`src/rtl/core/scmd_pkg.sv`:
```
// Shared widths, codes, reset values and handshake structs for the slave clock block.
package scmd_pkg;

    // Field and state widths.
    localparam int MODE_W     = 2;
    localparam int FIELD_W    = 16;
    localparam int OP_W       = 6;
    localparam int STEP_W     = 8;
    localparam int PERIOD_W   = 20;
    localparam int ELAPSED_W  = 21;
    localparam int CFG_DATA_W = 8;

    // Divider operand widths: a 17-bit dividend covers master_step + 1.
    localparam int DVD_W = FIELD_W + 1;
    localparam int DVS_W = STEP_W;

    // Default for the largest multiply or divide factor.
    localparam int MAX_FACTOR_DEF = 16;

    // Reset values of the registers and state.
    localparam logic signed [OP_W-1:0] OPERATION_RST = 6'sd1;
    localparam logic [STEP_W-1:0]      WRAP_LEN_RST  = 8'd16;
    localparam logic [PERIOD_W-1:0]    PERIOD_RST    = PERIOD_W'(60000 / 90);
    localparam logic [ELAPSED_W-1:0]   ELAPSED_MAX   = {ELAPSED_W{1'b1}};

    // Item modes.
    localparam logic [MODE_W-1:0] MODE_TICK  = 2'd0;
    localparam logic [MODE_W-1:0] MODE_SYNC  = 2'd1;
    localparam logic [MODE_W-1:0] MODE_CLEAR = 2'd2;

    // Configuration register indexes.
    localparam logic CFG_OPERATION = 1'b0;
    localparam logic CFG_WRAP_LEN  = 1'b1;

    // Request into the shared divider.
    typedef struct packed {
        logic             start;
        logic [DVD_W-1:0] dividend;
        logic [DVS_W-1:0] divisor;
    } div_req_t;

    // Response from the shared divider.
    typedef struct packed {
        logic             done;
        logic [DVD_W-1:0] quotient;
        logic [DVS_W-1:0] remainder;
    } div_rsp_t;

endpackage

```
`src/rtl/core/scmd_div.sv`:
```
// Restoring divider, one quotient bit per cycle, shared by all divide and modulo steps.
module scmd_div
(
    input  logic               clk,
    input  logic               rst_n,
    input  scmd_pkg::div_req_t req,
    output scmd_pkg::div_rsp_t rsp
);

    localparam int CNT_W = $clog2(scmd_pkg::DVD_W + 1);

    logic                        busy_reg;
    logic                        done_reg;
    logic [CNT_W-1:0]            cnt_reg;
    logic [scmd_pkg::DVD_W-1:0]  dvd_reg;
    logic [scmd_pkg::DVS_W-1:0]  dvs_reg;
    logic [scmd_pkg::DVS_W-1:0]  rem_reg;
    logic [scmd_pkg::DVS_W:0]    shifted;
    logic                        fits;
    logic [scmd_pkg::DVS_W-1:0]  rem_next;

    // Trial subtraction of the divisor from the shifted partial remainder.
    always_comb
    begin
        shifted  = {rem_reg, dvd_reg[scmd_pkg::DVD_W-1]};
        fits     = shifted >= {1'b0, dvs_reg};
        rem_next = fits ? scmd_pkg::DVS_W'(shifted - {1'b0, dvs_reg})
                        : shifted[scmd_pkg::DVS_W-1:0];
    end

    // Control: busy while bits remain, done pulses for one cycle at the end.
    always_ff @(posedge clk or negedge rst_n)
    begin
        if (!rst_n)
        begin
            busy_reg <= 1'b0;
            done_reg <= 1'b0;
            cnt_reg  <= '0;
        end
        else if (req.start)
        begin
            busy_reg <= 1'b1;
            done_reg <= 1'b0;
            cnt_reg  <= CNT_W'(scmd_pkg::DVD_W);
        end
        else if (busy_reg)
        begin
            cnt_reg <= cnt_reg - 1'b1;
            if (cnt_reg == CNT_W'(1))
            begin
                busy_reg <= 1'b0;
                done_reg <= 1'b1;
            end
        end
        else
        begin
            done_reg <= 1'b0;
        end
    end

    // Datapath: the dividend shifts out at the top and the quotient shifts in below.
    always_ff @(posedge clk)
    begin
        if (req.start)
        begin
            dvd_reg <= req.dividend;
            dvs_reg <= req.divisor;
            rem_reg <= '0;
        end
        else if (busy_reg)
        begin
            dvd_reg <= {dvd_reg[scmd_pkg::DVD_W-2:0], fits};
            rem_reg <= rem_next;
        end
    end

    assign rsp.done      = done_reg;
    assign rsp.quotient  = dvd_reg;
    assign rsp.remainder = rem_reg;

endmodule

```
`src/rtl/core/slave_clock_multiplier_divider.sv`:
```
// Slave clock locked to a master period: control FSM, clock state and output register.
// Path of an accepted item: clears and the unused mode go from S_EXEC to S_EMIT, ticks
// and zero-period syncs pass S_CHECK on the way, syncs that use the divider wait in S_DIV,
// and a step wrap passes S_CHECK and S_DIV; the divider loads its operands, then the bits.
// A new item is taken only in S_IDLE, and it may enter while the last beat waits.
// Reset: period 666 ms, elapsed and step cleared, operation 1, step wrap 16.
module slave_clock_multiplier_divider
#(
    parameter int MAX_FACTOR = scmd_pkg::MAX_FACTOR_DEF
)
(
    input  logic                              clk,
    input  logic                              rst_n,
    input  logic                              in_valid,
    output logic                              in_ready,
    input  logic [scmd_pkg::MODE_W-1:0]       mode,
    input  logic [scmd_pkg::FIELD_W-1:0]      master_period_ms,
    input  logic [scmd_pkg::FIELD_W-1:0]      master_step,
    output logic                              out_valid,
    input  logic                              out_ready,
    output logic [scmd_pkg::PERIOD_W-1:0]     pulse_period_ms,
    output logic [scmd_pkg::STEP_W-1:0]       step_index,
    input  logic                              cfg_valid,
    output logic                              cfg_ready,
    input  logic                              cfg_index,
    input  logic [scmd_pkg::CFG_DATA_W-1:0]   cfg_data
);

    localparam int MAG_W = $clog2(MAX_FACTOR + 1);
    localparam int CMP_W = ((MAG_W > scmd_pkg::STEP_W) ? MAG_W : scmd_pkg::STEP_W) + 1;

    typedef enum logic [2:0] {
        S_IDLE,
        S_EXEC,
        S_CHECK,
        S_DIV,
        S_EMIT
    } state_t;

    typedef enum logic [1:0] {
        K_ALIGN,
        K_PERIOD,
        K_STEP
    } div_kind_t;

    state_t                                state_reg;
    div_kind_t                             kind_reg;
    logic signed [scmd_pkg::OP_W-1:0]      operation_reg;
    logic [scmd_pkg::STEP_W-1:0]           wrap_len_reg;
    logic [scmd_pkg::PERIOD_W-1:0]         period_reg;
    logic [scmd_pkg::ELAPSED_W-1:0]        elapsed_reg;
    logic [scmd_pkg::STEP_W-1:0]           step_reg;
    logic [scmd_pkg::MODE_W-1:0]           mode_reg;
    logic [scmd_pkg::FIELD_W-1:0]          mst_reg;
    logic [scmd_pkg::FIELD_W-1:0]          mcnt_reg;
    logic [scmd_pkg::PERIOD_W-1:0]         pulse_reg;
    logic                                  out_valid_reg;
    logic [scmd_pkg::PERIOD_W-1:0]         out_pulse_reg;
    logic [scmd_pkg::STEP_W-1:0]           out_step_reg;
    logic                                  start_reg;
    logic [scmd_pkg::DVD_W-1:0]            dividend_reg;
    logic [scmd_pkg::DVS_W-1:0]            divisor_reg;

    logic                                  op_neg;
    logic [scmd_pkg::OP_W:0]               op_abs;
    logic [MAG_W-1:0]                      mag;
    logic                                  free_run;
    logic [scmd_pkg::FIELD_W+MAG_W-1:0]    product;
    scmd_pkg::div_req_t                    div_req;
    scmd_pkg::div_rsp_t                    div_rsp;

    // Effective factor: zero counts as one, magnitude saturates at MAX_FACTOR.
    always_comb
    begin
        op_neg = operation_reg[scmd_pkg::OP_W-1];
        op_abs = op_neg ? (scmd_pkg::OP_W+1)'(-{operation_reg[scmd_pkg::OP_W-1], operation_reg})
                        : {1'b0, operation_reg};
        if (op_abs == '0)
        begin
            mag = MAG_W'(1);
        end
        else if (op_abs > (scmd_pkg::OP_W+1)'(MAX_FACTOR))
        begin
            mag = MAG_W'(MAX_FACTOR);
        end
        else
        begin
            mag = MAG_W'(op_abs);
        end
        // Multiply mode keeps pulsing on its own while the step index is below the effective factor minus one.
        free_run = !op_neg && ((CMP_W'(step_reg) + CMP_W'(1)) < CMP_W'(mag));
        product  = (scmd_pkg::FIELD_W+MAG_W)'(mst_reg) * (scmd_pkg::FIELD_W+MAG_W)'(mag);
    end

    // Configuration writes.
    assign cfg_ready = 1'b1;

    always_ff @(posedge clk or negedge rst_n)
    begin
        if (!rst_n)
        begin
            operation_reg <= scmd_pkg::OPERATION_RST;
            wrap_len_reg  <= scmd_pkg::WRAP_LEN_RST;
        end
        else if (cfg_valid && cfg_ready)
        begin
            unique case (cfg_index)
                scmd_pkg::CFG_OPERATION: operation_reg <= $signed(cfg_data[scmd_pkg::OP_W-1:0]);
                scmd_pkg::CFG_WRAP_LEN:  wrap_len_reg  <= cfg_data;
                default:                 ;
            endcase
        end
    end

    // Shared divider.
    assign div_req.start    = start_reg;
    assign div_req.dividend = dividend_reg;
    assign div_req.divisor  = divisor_reg;

    scmd_div u_div
    (
        .clk   (clk),
        .rst_n (rst_n),
        .req   (div_req),
        .rsp   (div_rsp)
    );

    // Control FSM with the clock state and the output register.
    always_ff @(posedge clk or negedge rst_n)
    begin
        if (!rst_n)
        begin
            state_reg     <= S_IDLE;
            kind_reg      <= K_ALIGN;
            period_reg    <= scmd_pkg::PERIOD_RST;
            elapsed_reg   <= '0;
            step_reg      <= '0;
            mode_reg      <= '0;
            mst_reg       <= '0;
            mcnt_reg      <= '0;
            pulse_reg     <= '0;
            out_valid_reg <= 1'b0;
            out_pulse_reg <= '0;
            out_step_reg  <= '0;
            start_reg     <= 1'b0;
            dividend_reg  <= '0;
            divisor_reg   <= '0;
        end
        else
        begin
            start_reg <= 1'b0;

            // The waiting beat leaves when the far side takes it; in S_EMIT the
            // load of the next beat decides the valid flag instead.
            if (out_valid_reg && out_ready && (state_reg != S_EMIT))
            begin
                out_valid_reg <= 1'b0;
            end

            unique case (state_reg)
                S_IDLE:
                begin
                    if (in_valid)
                    begin
                        mode_reg  <= mode;
                        mst_reg   <= master_period_ms;
                        mcnt_reg  <= master_step;
                        pulse_reg <= '0;
                        state_reg <= S_EXEC;
                    end
                end

                S_EXEC:
                begin
                    unique case (mode_reg)
                        scmd_pkg::MODE_TICK:
                        begin
                            if (elapsed_reg != scmd_pkg::ELAPSED_MAX)
                            begin
                                elapsed_reg <= elapsed_reg + 1'b1;
                            end
                            state_reg <= S_CHECK;
                        end
                        scmd_pkg::MODE_SYNC:
                        begin
                            if (mst_reg == '0)
                            begin
                                state_reg <= S_CHECK;
                            end
                            else if (op_neg)
                            begin
                                // Divide: longer period, pulse only on aligned master steps.
                                period_reg   <= scmd_pkg::PERIOD_W'(product);
                                dividend_reg <= scmd_pkg::DVD_W'(mcnt_reg) + 1'b1;
                                divisor_reg  <= scmd_pkg::DVS_W'(mag);
                                kind_reg     <= K_ALIGN;
                                start_reg    <= 1'b1;
                                state_reg    <= S_DIV;
                            end
                            else
                            begin
                                // Multiply: shorter period, pulse on every such sync.
                                dividend_reg <= scmd_pkg::DVD_W'(mst_reg);
                                divisor_reg  <= scmd_pkg::DVS_W'(mag);
                                kind_reg     <= K_PERIOD;
                                start_reg    <= 1'b1;
                                state_reg    <= S_DIV;
                            end
                        end
                        scmd_pkg::MODE_CLEAR:
                        begin
                            elapsed_reg <= '0;
                            step_reg    <= '0;
                            state_reg   <= S_EMIT;
                        end
                        default:
                        begin
                            state_reg <= S_EMIT;
                        end
                    endcase
                end

                S_CHECK:
                begin
                    if (free_run && (elapsed_reg > scmd_pkg::ELAPSED_W'(period_reg)))
                    begin
                        elapsed_reg <= '0;
                        pulse_reg   <= period_reg;
                        if (wrap_len_reg == '0)
                        begin
                            step_reg  <= step_reg + 1'b1;
                            state_reg <= S_EMIT;
                        end
                        else
                        begin
                            dividend_reg <= scmd_pkg::DVD_W'(step_reg) + 1'b1;
                            divisor_reg  <= wrap_len_reg;
                            kind_reg     <= K_STEP;
                            start_reg    <= 1'b1;
                            state_reg    <= S_DIV;
                        end
                    end
                    else
                    begin
                        state_reg <= S_EMIT;
                    end
                end

                S_DIV:
                begin
                    if (div_rsp.done)
                    begin
                        unique case (kind_reg)
                            K_ALIGN:
                            begin
                                if (div_rsp.remainder == '0)
                                begin
                                    elapsed_reg <= '0;
                                    pulse_reg   <= period_reg;
                                end
                            end
                            K_PERIOD:
                            begin
                                period_reg  <= scmd_pkg::PERIOD_W'(div_rsp.quotient);
                                pulse_reg   <= scmd_pkg::PERIOD_W'(div_rsp.quotient);
                                elapsed_reg <= '0;
                            end
                            K_STEP:
                            begin
                                step_reg <= scmd_pkg::STEP_W'(div_rsp.remainder);
                            end
                            default:
                            begin
                            end
                        endcase
                        state_reg <= S_EMIT;
                    end
                end

                S_EMIT:
                begin
                    if (!out_valid_reg || out_ready)
                    begin
                        out_valid_reg <= 1'b1;
                        out_pulse_reg <= pulse_reg;
                        out_step_reg  <= step_reg;
                        state_reg     <= S_IDLE;
                    end
                end

                default:
                begin
                    state_reg <= S_IDLE;
                end
            endcase
        end
    end

    assign in_ready        = (state_reg == S_IDLE);
    assign out_valid       = out_valid_reg;
    assign pulse_period_ms = out_pulse_reg;
    assign step_index      = out_step_reg;

endmodule

```
`config.mk`:
```
export PLATFORM = sky130hd
export DESIGN_NAME = slave_clock_multiplier_divider
export DESIGN_NICKNAME = d
export VERILOG_FILES = /design/src/rtl/core/scmd_pkg.sv /design/src/rtl/core/scmd_div.sv /design/src/rtl/core/slave_clock_multiplier_divider.sv
export SDC_FILE = /design/constraint.sdc
export NUM_CORES = 1
export LEC_CHECK = 0
export CAP_MARGIN = 20
export CORE_MARGIN = 3
export CORE_UTILIZATION = 35
export CTS_CLUSTER_SIZE = 30
export DETAILED_ROUTE_END_ITERATION = 12
export DONT_BUFFER_PORTS = 1
export PLACE_DENSITY = 0.49
export SLEW_MARGIN = 25
export SYNTH_ARGS = -nofsm -noshare
export SYNTH_HDL_FRONTEND = slang
export SYNTH_SLANG_ARGS = --single-unit
```
`constraint.sdc`:
```
create_clock -name clk -period 8.83 [get_ports clk]
set_clock_uncertainty 0.15 [all_clocks]
set_input_delay 1.766 -clock clk [delete_from_list [all_inputs] [get_ports clk]]
set_output_delay 1.766 -clock clk [all_outputs]
set_load 0.1 [all_outputs]
```
# Word-level counts from Yosys, hierarchy flattened
# Index checks and enable logic that the tools add are counted.
dict set report classes {
  addsub 8
  multipliers 1
  div 0
  order_cmp 4
  n_eq_ne 28
  shifts 0
  mux 72
  bitwise 1
  reduce_logical 29
}
# operator n
set ops {}
lappend ops {{$mux 20} 9}
lappend ops {{$mux 17} 7}
lappend ops {{$mux 21} 4}
lappend ops {{$pmux 21 s2} 2}
lappend ops {{$mux 8} 10}
lappend ops {{$pmux 20 s2} 2}
lappend ops {{$pmux 21 s3} 1}
lappend ops {{$pmux 20 s3} 1}
lappend ops {{$pmux 17 s2} 1}
lappend ops {{$pmux 8 s3} 1}
lappend ops {{$add 21x1->21 const B} 1}
lappend ops {{$gt 21x20->1} 1}
lappend ops {{$ne 21x21->1 const B} 1}
lappend ops {{$mul 16x5->20} 1}
lappend ops {{$mux 5} 4}
lappend ops {{$add 8x1->9 const B} 2}
lappend ops {{$reduce_and 6->1} 3}
lappend ops {{$add 16x1->17 const B} 1}
lappend ops {{$logic_not 16->1} 1}
lappend ops {{$logic_not 8->1} 2}
lappend ops {{$ne 2x2->1 const B} 8}
lappend ops {{$pmux 8 s2} 1}
lappend ops {{$mux 1} 15}
lappend ops {{$mux 3} 5}
lappend ops {{36 further kinds} 59}
dict set report word_totals {
  reg_bits 217
  latch_bits 0
  ram_bits 0
  romBits 0
  in_bits 48
  out_inout_bits 31
  wordCells 166
  memories 0
}

# Depth between registers and ports, before layout
# Gate-level depths: netlist of run 1.
dict set report logic_depth {
  depth_word 10
  ltp_mapped 25
  ltp_nobuf 24
}

# Cells and area by module
# A second synthesis of run 1 with hierarchy kept.
dict set report unflattened {
  cells_unflattened 1364
  area_unflattened_um2 13583.0
}
# module instances cells_each area_per_inst_um2 seq_area_each_um2
set modules_own_cells {}
lappend modules_own_cells {slave_clock_multiplier_divider 1 1192 11516.0 4438.0}
lappend modules_own_cells {scmd_div 1 172 2067.0 1086.0}

# Least setup slack after synthesis of run 1
# Ideal clock, no wire load.
dict set report synth_timing {
  path_kind {reg-to-reg}
  from {register operation_reg[0] in the netlist's numbering}
  to {register period_reg[17] in the netlist's numbering}
  setup_time_ns 0.128
  arrival_time_ns 5.990
  t_required_ns 8.552
  path_slack_ns 2.563
  stages_incl_launch_ff 25
  n_path_buf 1
  period_less_slack_ns 6.267
  path_cell_list {dfstp_2 -> inv_1 -> ha_1 -> nand2b_1 -> a2111oi_0 -> nor2_1 -> a211oi_1 -> a211oi_1 -> nor2_1 -> clkbuf_1 -> and2_1 -> fa_1 -> fa_1 -> inv_1 -> fa_1 -> inv_1 -> ha_1 -> a21oi_1 -> nand2_1 -> a211oi_1 -> nor3_1 -> or3_1 -> a21oi_1 -> xor2_1 -> o21ai_0}
}
dict set report synth_via {
  elab_chain_len 10
  word_cells_on_any_way 11
  classes_between {add/sub: 1; mul: 1; order compare: 1; mux: 7; reduce/logical: 1}
}
# element line
set synth_lines {}
lappend synth_lines {{from (decl)} slave_clock_multiplier_divider.sv:48} ;# logic signed [scmd_pkg::OP_W-1:0] operation_reg;
lappend synth_lines {{from (signal assigned)} slave_clock_multiplier_divider.sv:102} ;# operation_reg <= scmd_pkg::OPERATION_RST;
lappend synth_lines {{from (signal assigned)} slave_clock_multiplier_divider.sv:108} ;# scmd_pkg::CFG_OPERATION: operation_reg <= $signed(cfg_data[scmd_pkg::OP_W-1:0]);
lappend synth_lines {{$neg 7->7} slave_clock_multiplier_divider.sv:76} ;# op_abs = op_neg ? (scmd_pkg::OP_W+1)'(-{operation_reg[scmd_pkg::OP_W-1], operation_reg})
lappend synth_lines {{$mux 7 (*)} slave_clock_multiplier_divider.sv:76}
lappend synth_lines {{$gt 7x5->1} slave_clock_multiplier_divider.sv:82} ;# else if (op_abs > (scmd_pkg::OP_W+1)'(MAX_FACTOR))
lappend synth_lines {{$mux 5} slave_clock_multiplier_divider.sv:82}
lappend synth_lines {{$mux 5 (*)} slave_clock_multiplier_divider.sv:78} ;# if (op_abs == '0)
lappend synth_lines {{$mul 16x5->20 (*)} slave_clock_multiplier_divider.sv:92} ;# product = (scmd_pkg::FIELD_W+MAG_W)'(mst_reg) * (scmd_pkg::FIELD_W+MAG_W)'(mag);
lappend synth_lines {{$mux 20 (*)} slave_clock_multiplier_divider.sv:190} ;# else if (op_neg)
lappend synth_lines {{$mux 20 (*)} slave_clock_multiplier_divider.sv:186} ;# if (mst_reg == '0)
lappend synth_lines {{$mux 20 (*)} slave_clock_multiplier_divider.sv:175} ;# unique case (mode_reg)
lappend synth_lines {{$pmux 20 s2 (*)} slave_clock_multiplier_divider.sv:160} ;# unique case (state_reg)
lappend synth_lines {{to (signal assigned)} slave_clock_multiplier_divider.sv:135} ;# period_reg <= scmd_pkg::PERIOD_RST;
lappend synth_lines {{to (signal assigned)} slave_clock_multiplier_divider.sv:193} ;# period_reg <= scmd_pkg::PERIOD_W'(product);
lappend synth_lines {{to (signal assigned)} slave_clock_multiplier_divider.sv:264} ;# period_reg <= scmd_pkg::PERIOD_W'(div_rsp.quotient);
lappend synth_lines {{to (decl)} slave_clock_multiplier_divider.sv:50} ;# logic [scmd_pkg::PERIOD_W-1:0] period_reg;
# Mark *: on every way between the ends. The rest lies on a longest branch, timed or not. The select of a mux whose other input is x is not followed.
# A chain may end at the register's enable or synchronous reset.

# Worst setup path after layout of run 1
dict set report layout_timing {
  from {register operation_reg[0] in the netlist's numbering}
  to {register period_reg[18] in the netlist's numbering}
}
# The elaborated chain is that of the path after synthesis.

==> metrics, run 1 <==
die area 0.0402 mm2; GPL Wtd Cong 0.835; status complete, no violations; Routed WL per cell 18.8 um; P per Cell Area 414 mW/mm2; I/O Buffers 0; Final Power 6.12 mW; DR vias/cell 5.23; Mapped Avg Cell Area 10.0 um2; Fin. Hold Viols 0; CTS tree done; DP HPWL 25600 um; vias 9587; Final min period 6.64 ns; Clock power frac 0.201; synth unique cells 70; antenna-violating nets left 0; reg2reg start operation_reg[0]; Reg clk slew, reported paths 0.06 ns; Ports 79; reg2reg end period_reg[18]; global-route wire length before repair 55500 um; Syn-to-layout area delta 11.9%; worst slew pin tran 1.04 ns; worst skew pair latency 0.55 ns; P_leak 6.55 nW; Mapped Nets 1478; FF-to-FF path depth 23; fmax 151 MHz; R2R Setup Slk 2.19 ns; Layout Utilization 0.401; fin. max-slew vios 0; asr flop ratio synth 0.848; effective utilization at floorplan 0.358; vias in the first global route 9491; max reg flops 21; VDD IR max 230 uV; Hold Buf Count CTS 0; dpl cells 1786; Hold Path Class reg -> reg; first drt pass iteration count 5; 1st-iter DRT viols 536; Post-synth top flop dfrtp_1; layout cells sized above 1 0.138; post-synthesis sequential area ratio 0.417; Post-synth EDFFs 25; Die Width 200 um; TNS Setup 0 ns; post-CTS sizing 0; gr usage total 0.170; critical path type reg -> reg; largest buffer count on any clock path 3; Sw Ratio 0.448; Final Non-Filler Cells 1834; initial antenna violation count 2; clock sink count 217; crit share post-route 0.752; #FFs+latches synth 217; CORE AREA 0.0370 mm2; register share of total power 0.348; clk root buf clkbuf_16; relative slew slack 0.301; CP Capture Type flop; yosys warns 0; setup violators final 0; CP arrival 6.90 ns; CP endpoint period_reg[18]; CP Max Fanout 18; Worst Setup SP operation_reg[0]; die height 200 um; most frequent cells in the layout dfrtp_1, nand2_1, inv_1, mux2_2, o21ai_0; drt drc 0; largest net degree at the start of global routing 185; hold_ws 0.300 ns; ant diodes 0; commonest non-fill, non-tap cell in the layout dfrtp_1; P_sw 2.74 mW; final WL 34500 um; worst endpoint required time 9.10 ns; CTS H-Tree Depth 1; Layout Nets 1466; Mapped Cells 1322; row cnt 70; grt total ovfl 0; postcts setup bufs 0; CTS buffer count 26; internal power 3.38 mW; power share of the combinational group 0.451; Mapped Area 0.0132 mm2; unrepaired setup endpoints after global routing no; Worst Setup Start Kind flop; count of maximum capacitance violations 0
metrics by stage:
step | area, um2 | setup WS [ns]
final | 14800 | 2.19
after global placement | 13800 | 2.39
after CTS | 14800 | 2.20
after floorplan | 13200 | 2.56
after global routing | 14800 | 1.66
after detailed placement | 13800 | 2.24
layer usage:
metal,wire (um),part of all wire,global-route usage
met1,17400,0.51,0.259
met3,1650,0.048,0.0282
met4,670,0.019,0.0341
met5,13,0.00038,0
met2,14700,0.43,0.256
synthesized netlist by cell type, types with 8 or more instances:
master / number / area share
a211oi_1: 21 / 0.012
a21o_1: 16 / 0.0091
a21oi_1: 56 / 0.021
a22oi_1: 19 / 0.011
and2_1: 59 / 0.028
and3_1: 12 / 0.0057
clkbuf_1: 43 / 0.012
dfrtp_1: 177 / 0.33
dfxtp_1: 8 / 0.012
edfxtp_1: 25 / 0.057
fa_1: 42 / 0.064
ha_1: 66 / 0.062
inv_1: 108 / 0.031
mux2_2: 92 / 0.078
mux2i_1: 13 / 0.0098
nand2_1: 119 / 0.034
nand2b_1: 11 / 0.0052
nand3_1: 42 / 0.016
nand4_1: 12 / 0.0057
nor2_1: 58 / 0.016
nor2b_1: 15 / 0.0071
nor3_1: 35 / 0.013
nor4_1: 10 / 0.0047
o21ai_0: 84 / 0.032
o22ai_1: 10 / 0.0047
o2bb2ai_1: 18 / 0.012
or3_1: 8 / 0.0038
xnor2_1: 26 / 0.017
xor2_1: 13 / 0.0086
final cells by class:
type	count	area (um2)
multi-input cells	941	7100
clock buffers	35	777
well taps	504	631
inverters	108	405
flip-flops and latches	217	5520
clock inverters	13	228
fillers	3732	22200
repair buffers	16	140
critical path: stages, from the launching register on:
cell,delay (ns)
dfstp_2,0.57
inv_1,0.06
ha_1,0.29
nand2b_1,0.15
a2111oi_0,0.55
nor2_1,0.12
a211oi_1,0.23
a211oi_1,0.11
nor2_1,0.12
buf_4,0.24
nand2_1,0.11
fa_1,0.50
fa_1,0.54
inv_1,0.05
fa_1,0.48
ha_1,0.37
a211oi_1,0.41
o211ai_1,0.20
a41o_1,0.31
a41oi_1,0.42
a21oi_1,0.12
a21oi_1,0.19
xor2_1,0.15
o21ai_0,0.08
power groups by stage:
stage               logic (mW)  registers, mW  clock network (mW)
global placement          2.72           2.15                   0
CTS                       2.78           2.14                1.27
finish                    2.76           2.13                1.23
global route              3.16           2.20                1.30
floorplan                 2.15           1.94                   0
detailed placement        2.77           2.15                   0
how the worst min path moves through the flow:
stage	startpoint	end	slack (ns)	cells past startpoint
floorplan	divisor_reg[5]	u_div.dvs_reg[5]	0.27	0
global placement	divisor_reg[4]	u_div.dvs_reg[4]	0.29	0
detailed placement	divisor_reg[0]	u_div.dvs_reg[0]	0.29	0
CTS	divisor_reg[0]	u_div.dvs_reg[0]	0.30	0
global route	divisor_reg[0]	u_div.dvs_reg[0]	0.31	0
finish	divisor_reg[6]	u_div.dvs_reg[6]	0.30	0
cell families (layout without fill, tap and decap cells):
family,count (synthesis),in the layout,share of synthesized area
compound gates,287,287,0.144
xor+xnor,39,39,0.0258
fa+ha+maj,108,108,0.126
buf+inv,164,172,0.0474
flops,217,217,0.417
mux,105,105,0.0881
other cells,1,1,0.000283
simple gates,401,401,0.151
No activity file was read; power rests on OpenSTA's default activity.
==> inputs of run 2 (changes only) <==
Settings changed: ABC_AREA from default to 1, PLACE_DENSITY 0.49 to 0.51.
Clock period 8.83 ns to 5.8 ns, I/O delays scaled along.
==> run 2 against run 1 <==
Sequential power grew 48%. Utilization shrank 0.70 points. Count of clock-buffer cells in the layout is the same. Sequential share of layout area fell by 1.3 points. Flip-flop and latch count unchanged. Die area rose by 5.3%. Critical endpoint unchanged. Largest cell class unchanged. Largest power group unchanged. Highest routed layer is now met4.
==> metrics, run 2 <==
Mapped Cells 1763 (was 1322); Hold Path Class in -> async (was reg -> reg); relative slew slack 0.325 (was 0.301); hold_ws 0.163 ns (was 0.300 ns); 1st-iter DRT viols 880 (was 536); DP HPWL 29000 um (was 25600 um); Buf/Inv on CP 4 (was 3); die height 206 um (was 200 um); fin. max-slew vios 0 (unchanged); #FFs+latches synth 217 (unchanged); CP Max Fanout 15 (was 18); Routed WL per cell 17.0 um (was 18.8 um); max reg flops 21 (unchanged); clock sink count 217 (unchanged); FF-to-FF path depth 25 (was 23); status complete, no violations (unchanged); Design Area, Final 0.0153 mm2 (was 0.0148 mm2); final WL 38800 um (was 34500 um); R2R Setup Slk 0.43 ns (was 2.19 ns); layout cells sized above 1 0.0774 (was 0.138); asr flop ratio synth 0.848 (unchanged); Final min period 5.37 ns (was 6.64 ns); crit share post-route 0.926 (was 0.752); unrepaired setup endpoints after global routing yes (was no); first drt pass iteration count 5 (unchanged); Layout Nets 1893 (was 1466); synth unique cells 50 (was 70); row cnt 72 (was 70); Crit path depth 25 (was 23); Crit-path slowest cell fa_1 (was dfstp_2); reg2reg end period_reg[18] (unchanged); crit-path leading delay family adder cells (was compound AO/OA/AOI/OAI gates); critical path type reg -> reg (unchanged); Mapped Avg Cell Area 7.91 um2 (was 10.0 um2); VDD IR max 278 uV (was 230 uV); Worst Setup Start Kind flop (unchanged); Yosys top cell area share 0.317 (was 0.335); I/O Buffers 0 (unchanged); Reg clk slew, reported paths 0.06 ns (about the same); Die Width 206 um (was 200 um); TNS Setup 0 ns (unchanged); Post-synth top flop dfrtp_1 (unchanged); yosys warns 0 (unchanged); DR vias/cell 5.06 (was 5.23); GPL Wtd Cong 0.904 (was 0.835); Fin. Hold Viols 0 (unchanged); Synth top cells by count nand2_1, inv_1, dfrtp_1, nor2_1, o21ai_0 (was dfrtp_1, nand2_1, inv_1, mux2_2, o21ai_0); fmax 186 MHz (was 151 MHz); Syn-to-layout area delta 10.0% (was 11.9%); leading area contributor after synthesis dfrtp_1 (unchanged); CTS tree done (unchanged); CP arrival 5.65 ns (was 6.90 ns); initial antenna violation count 0 (was 2); vias 11.5k (was 9587); setup violators final 0 (unchanged); CTS buffer count 26 (unchanged); vias in the first global route 10.9k (was 9491); CORE AREA 0.0390 mm2 (was 0.0370 mm2); slowest cell delay on critical path 0.56 ns (was 0.57 ns); largest net degree at the start of global routing 185 (unchanged); reg2reg start operation_reg[0] (unchanged); ant diodes 0 (unchanged); Post-DP Area 0.0144 mm2 (was 0.0138 mm2); Final Non-Filler Cells 2275 (was 1834); die area 0.0423 mm2 (was 0.0402 mm2); P_leak 7.63 nW (was 6.55 nW); worst endpoint required time 6.08 ns (was 9.10 ns); largest buffer count on any clock path 3 (unchanged); CTS H-Tree Depth 1 (unchanged); most frequent cell after synthesis nand2_1 (was dfrtp_1); post-route setup slack 0.428 ns (was 2.19 ns); clk root buf clkbuf_16 (unchanged); count of maximum capacitance violations 0 (unchanged); worst slack, placed 0.317 ns (was 2.24 ns); gr usage total 0.186 (was 0.170); Mapped Nets 1919 (was 1478); drt drc 0 (unchanged); effective utilization at floorplan 0.358 (about the same); commonest non-fill, non-tap cell in the layout nand2_1 (was dfrtp_1); P per Cell Area 648 mW/mm2 (was 414 mW/mm2); worst slew pin tran 1.01 ns (was 1.04 ns); dpl cells 2227 (was 1786); Most common cell on crit path nand2_1; Mapped Area 0.0140 mm2 (was 0.0132 mm2); top post-synthesis cells by area dfrtp_1, nand2_1, fa_1 (was dfrtp_1, mux2_2, fa_1); most frequent cells in the layout nand2_1, inv_1, dfrtp_1, nor2_1, o21ai_0 (was dfrtp_1, nand2_1, inv_1, mux2_2, o21ai_0); Post-synth EDFFs 25 (unchanged); antenna-violating nets left 0 (unchanged); worst skew pair latency 0.56 ns (was 0.55 ns); grt total ovfl 0 (unchanged); Ports 79 (unchanged); CP Capture Type flop (unchanged); global-route wire length before repair 62700 um (was 55500 um); post-synthesis sequential area ratio 0.396 (was 0.417)
-- run 2: cell families after synthesis --
logic type,share of synthesized area
XOR/XNOR,0.0213
AND/OR/NAND/NOR,0.250
AO/OA/AOI/OAI,0.105
adder cells (fa/ha/maj),0.119
buffers and inverters,0.0855
other,0.000269
flip-flops,0.396
multiplexers,0.0226
-- run 2: worst register-to-register path: stages (launching register included) --
cell	delay (ns)
dfstp_2	0.55
inv_1	0.06
ha_1	0.27
nand2_1	0.06
nand2_1	0.07
nor2_1	0.08
nand2_1	0.06
nor2_1	0.16
nand2_1	0.07
nand2_1	0.12
nand3_1	0.09
buf_4	0.21
nor2_1	0.15
fa_1	0.46
fa_1	0.56
inv_1	0.06
fa_1	0.53
inv_1	0.05
ha_1	0.36
a21oi_1	0.21
o21ai_0	0.13
a21oi_1	0.24
o21ai_0	0.15
or2_2	0.29
nand3_1	0.07
o21ai_0	0.07
-- run 2: where the power goes --
part / internal [mW] / switching [mW] / total [mW]
registers: 2.15 / 1.00 / 3.15
clock network: 1.10 / 0.669 / 1.77
logic: 1.76 / 3.27 / 5.02
total: 5.01 / 4.94 / 9.95
-- run 2: layout make-up --
type | instances | area (um2)
clock inverter | 13 | 168
inverter | 231 | 867
multi-input combinational | 1247 | 7270
sequential | 217 | 5520
fill | 4040 | 23700
clock buffer | 35 | 767
tap | 518 | 648
timing repair buffer | 14 | 105
-- run 2: how the worst max path moves through the flow --
stage                startpoint  slack (ns)              to
2_1_floorplan  operation_reg[0]        0.74  period_reg[18]
3_3_place_gp   operation_reg[0]        0.36  period_reg[19]
3_5_place_dp   operation_reg[0]        0.32  period_reg[15]
4_1_cts        operation_reg[0]        0.30  period_reg[15]
5_1_grt        operation_reg[0]       -0.03  period_reg[18]
6_report       operation_reg[0]        0.43  period_reg[18]
-- run 2: routing by layer --
layer  vias to the layer above  wire length [um]  GRT usage
met1                      5444             19200      0.276
li1                       5730                 -          -
met3                        42              2170     0.0332
met2                       296             16600      0.282
met4                         0               812     0.0412
met5                         -                 0          0
-- run 2: through the flow --
stage / power, mW / util
3_3_place_gp: 8.09 / 0.369
4_1_cts: 9.95 / 0.393
5_1_grt: 10.9 / 0.394
6_report: 9.95 / 0.394
3_5_place_dp: 8.13 / 0.369
2_1_floorplan: 6.83 / -
-- run 2: what timing repair did --
item | CTS | global route
hold buffers | 0 | 0
buffers inserted | 0 | 0
endpoints found under the hold margin | 0 | 0
setup endpoints to repair | 0 | 10
resized for setup | 0 | 7
==> inputs of run 3 (changes only) <==
Settings changed: CORE_ASPECT_RATIO from default to 2.
==> run 3 against run 2 <==
Critical path depth up 3. Power down 3.6%. Cell count about the same. Setup slack worse by 0.14 ns. First-iteration DRC count down 34%. Non-clock buffer count up 6. Global-route usage up 0.83 points. Critical path type unchanged. Sequential power about the same. Die area up 0.34%. Register-to-register slack worse by 0.14 ns. Via count up 0.60%. Highest routed layer unchanged. Combinational power up 1%.
==> metrics, run 3 (same netlist as run 2, synthesis figures left out) <==
status complete, no violations (unchanged); power share of the combinational group 0.528 (was 0.505); Syn-to-layout area delta 8.43% (was 10.0%); layout cells sized above 1 0.0718 (was 0.0774); most frequent cells in the layout nand2_1, inv_1, dfrtp_1, nor2_1, o21ai_0 (unchanged); setup violators final 0 (unchanged); grt met2 use 0.379 (was 0.282); Routed WL per cell 18.0 um (was 17.0 um); worst slew pin tran 0.936 ns (was 1.01 ns); CORE AREA 0.0391 mm2 (was 0.0390 mm2); GPL Wtd Cong 0.834 (was 0.904); effective utilization at floorplan 0.357 (was 0.358); critical path type reg -> reg (unchanged); routing usage on met3 0.0217 (was 0.0332); DP HPWL 31900 um (was 29000 um); dpl cells 2235 (was 2227); CP Max Fanout 5 (was 15); clk root buf clkbuf_16 (unchanged); Reg clk slew, reported paths 0.06 ns (about the same); Layout Nets 1896 (was 1893); vias 11.6k (was 11.5k); crit share post-route 0.951 (was 0.926); unrepaired setup endpoints after global routing yes (unchanged); internal power 4.63 mW (was 5.01 mW); P_leak 7.54 nW (was 7.63 nW); P per Cell Area 634 mW/mm2 (was 648 mW/mm2); largest net degree at the start of global routing 185 (unchanged); Sw Ratio 0.517 (was 0.496); antenna-violating nets left 0 (unchanged); max reg flops 21 (unchanged); CTS buffer count 23 (was 26); largest buffer count on any clock path 3 (unchanged); Most common cell on crit path nand2_1 (unchanged); met1 Use GR 0.210 (was 0.276); Die Width 147 um (was 206 um); hold_ws 0.152 ns (was 0.163 ns); initial antenna violation count 0 (unchanged); CTS tree done (unchanged); Final Non-Filler Cells 2276 (was 2275); Fin. Hold Viols 0 (unchanged); GRT Max-Usage Layer met2 (unchanged); P_sw 4.96 mW (was 4.94 mW); Buf/Inv on CP 7 (was 4); Final Power 9.59 mW (was 9.95 mW); relative slew slack 0.374 (was 0.325); die height 288 um (was 206 um); count of maximum capacitance violations 0 (unchanged); fmax 181 MHz (was 186 MHz); gr usage total 0.194 (was 0.186); Crit-path slowest cell dfstp_2 (was fa_1); clock sink count 217 (unchanged); CP Capture Type flop (unchanged); 1st-iter DRT viols 582 (was 880); commonest non-fill, non-tap cell in the layout nand2_1 (unchanged); global-route wire length before repair 65900 um (was 62700 um); slowest cell delay on critical path 0.55 ns (was 0.56 ns); first drt pass iteration count 5 (unchanged); worst endpoint required time 6.07 ns (was 6.08 ns); register share of total power 0.327 (was 0.317); VDD IR max 279 uV (was 278 uV); Worst Setup Start Kind flop (unchanged); DR vias/cell 5.09 (was 5.06); ant diodes 0 (unchanged); CTS H-Tree Depth 1 (unchanged); CP arrival 5.78 ns (was 5.65 ns); Ports 79 (unchanged); Hold Buf Count CTS 0 (unchanged); fin. max-slew vios 0 (unchanged); postcts setup bufs 0 (unchanged); grt total ovfl 0 (unchanged); Fillers 4168 (was 4040); crit-path leading delay family adder cells (unchanged); drt drc 0 (unchanged); vias in the first global route 12.0k (was 10.9k); worst skew pair latency 0.55 ns (was 0.56 ns); final WL 41000 um (was 38800 um); Hold Path Class in -> async (unchanged); Final min period 5.52 ns (was 5.37 ns); die area 0.0424 mm2 (was 0.0423 mm2); I/O Buffers 0 (unchanged); row cnt 102 (was 72); Clock power frac 0.144 (was 0.178)
## run 3: cell type report
type | count | area (um2) | area share
clock inverters | 11 | 71.3 | 0.00471
flip-flops and latches | 217 | 5520 | 0.365
well taps | 520 | 651 | 0.0430
inverters | 231 | 867 | 0.0573
multi-input cells | 1247 | 7260 | 0.480
repair buffers | 20 | 150 | 0.00993
clock buffers | 30 | 602 | 0.0398
## run 3: per-layer routing
layer	part of all wire	up-vias
met5	0	-
met4	0.041	0
met3	0.035	68
met2	0.55	233
met1	0.38	5543
li1	-	5737
## run 3: path summary, 6_finish.rpt
path / start / to / slack [ns] / depth (start not counted)
worst min-delay path: rst_n / step_index[4] / 0.15 / 0
min in group clk: divisor_reg[4] / u_div.dvs_reg[4] / 0.29 / 0
max in group asynchronous: rst_n / wrap_len_reg[4] / 5.02 / 0
worst max register to register: operation_reg[0] / period_reg[19] / 0.28 / 28
worst max-delay path: operation_reg[0] / period_reg[19] / 0.28 / 28
worst min register to register: divisor_reg[4] / u_div.dvs_reg[4] / 0.29 / 0
## run 3: through the flow
| step | TNS [ns] | instance area (um2) | worst slack (ns) | utilization |
|---|---|---|---|---|
| floorplan | 0 | 14000 | 0.740 | - |
| global placement | 0 | 14400 | 0.244 | 0.370 |
| detailed placement | 0 | 14400 | 0.231 | 0.370 |
| CTS | 0 | 15100 | 0.204 | 0.387 |
| global route | -0.0346 | 15100 | -0.0346 | 0.387 |
| finish | 0 | 15100 | 0.283 | 0.387 |
## run 3: repair_timing
| action | 4_1_cts | 5_1_grt |
|---|---|---|
| resized for setup | 0 | 3 |
| setup endpoints to repair | 0 | 3 |
| hold endpoints to repair | 0 | 0 |
## run 3: power by group through the flow
| stage | clock network [mW] | registers (mW) | logic, mW |
|---|---|---|---|
| after floorplan | 0 | 2.98 | 3.85 |
| after global placement | 0 | 3.16 | 4.96 |
| after detailed placement | 0 | 3.17 | 5.05 |
| after CTS | 1.43 | 3.14 | 5.07 |
| after global routing | 1.48 | 3.22 | 5.81 |
| final | 1.38 | 3.14 | 5.07 |
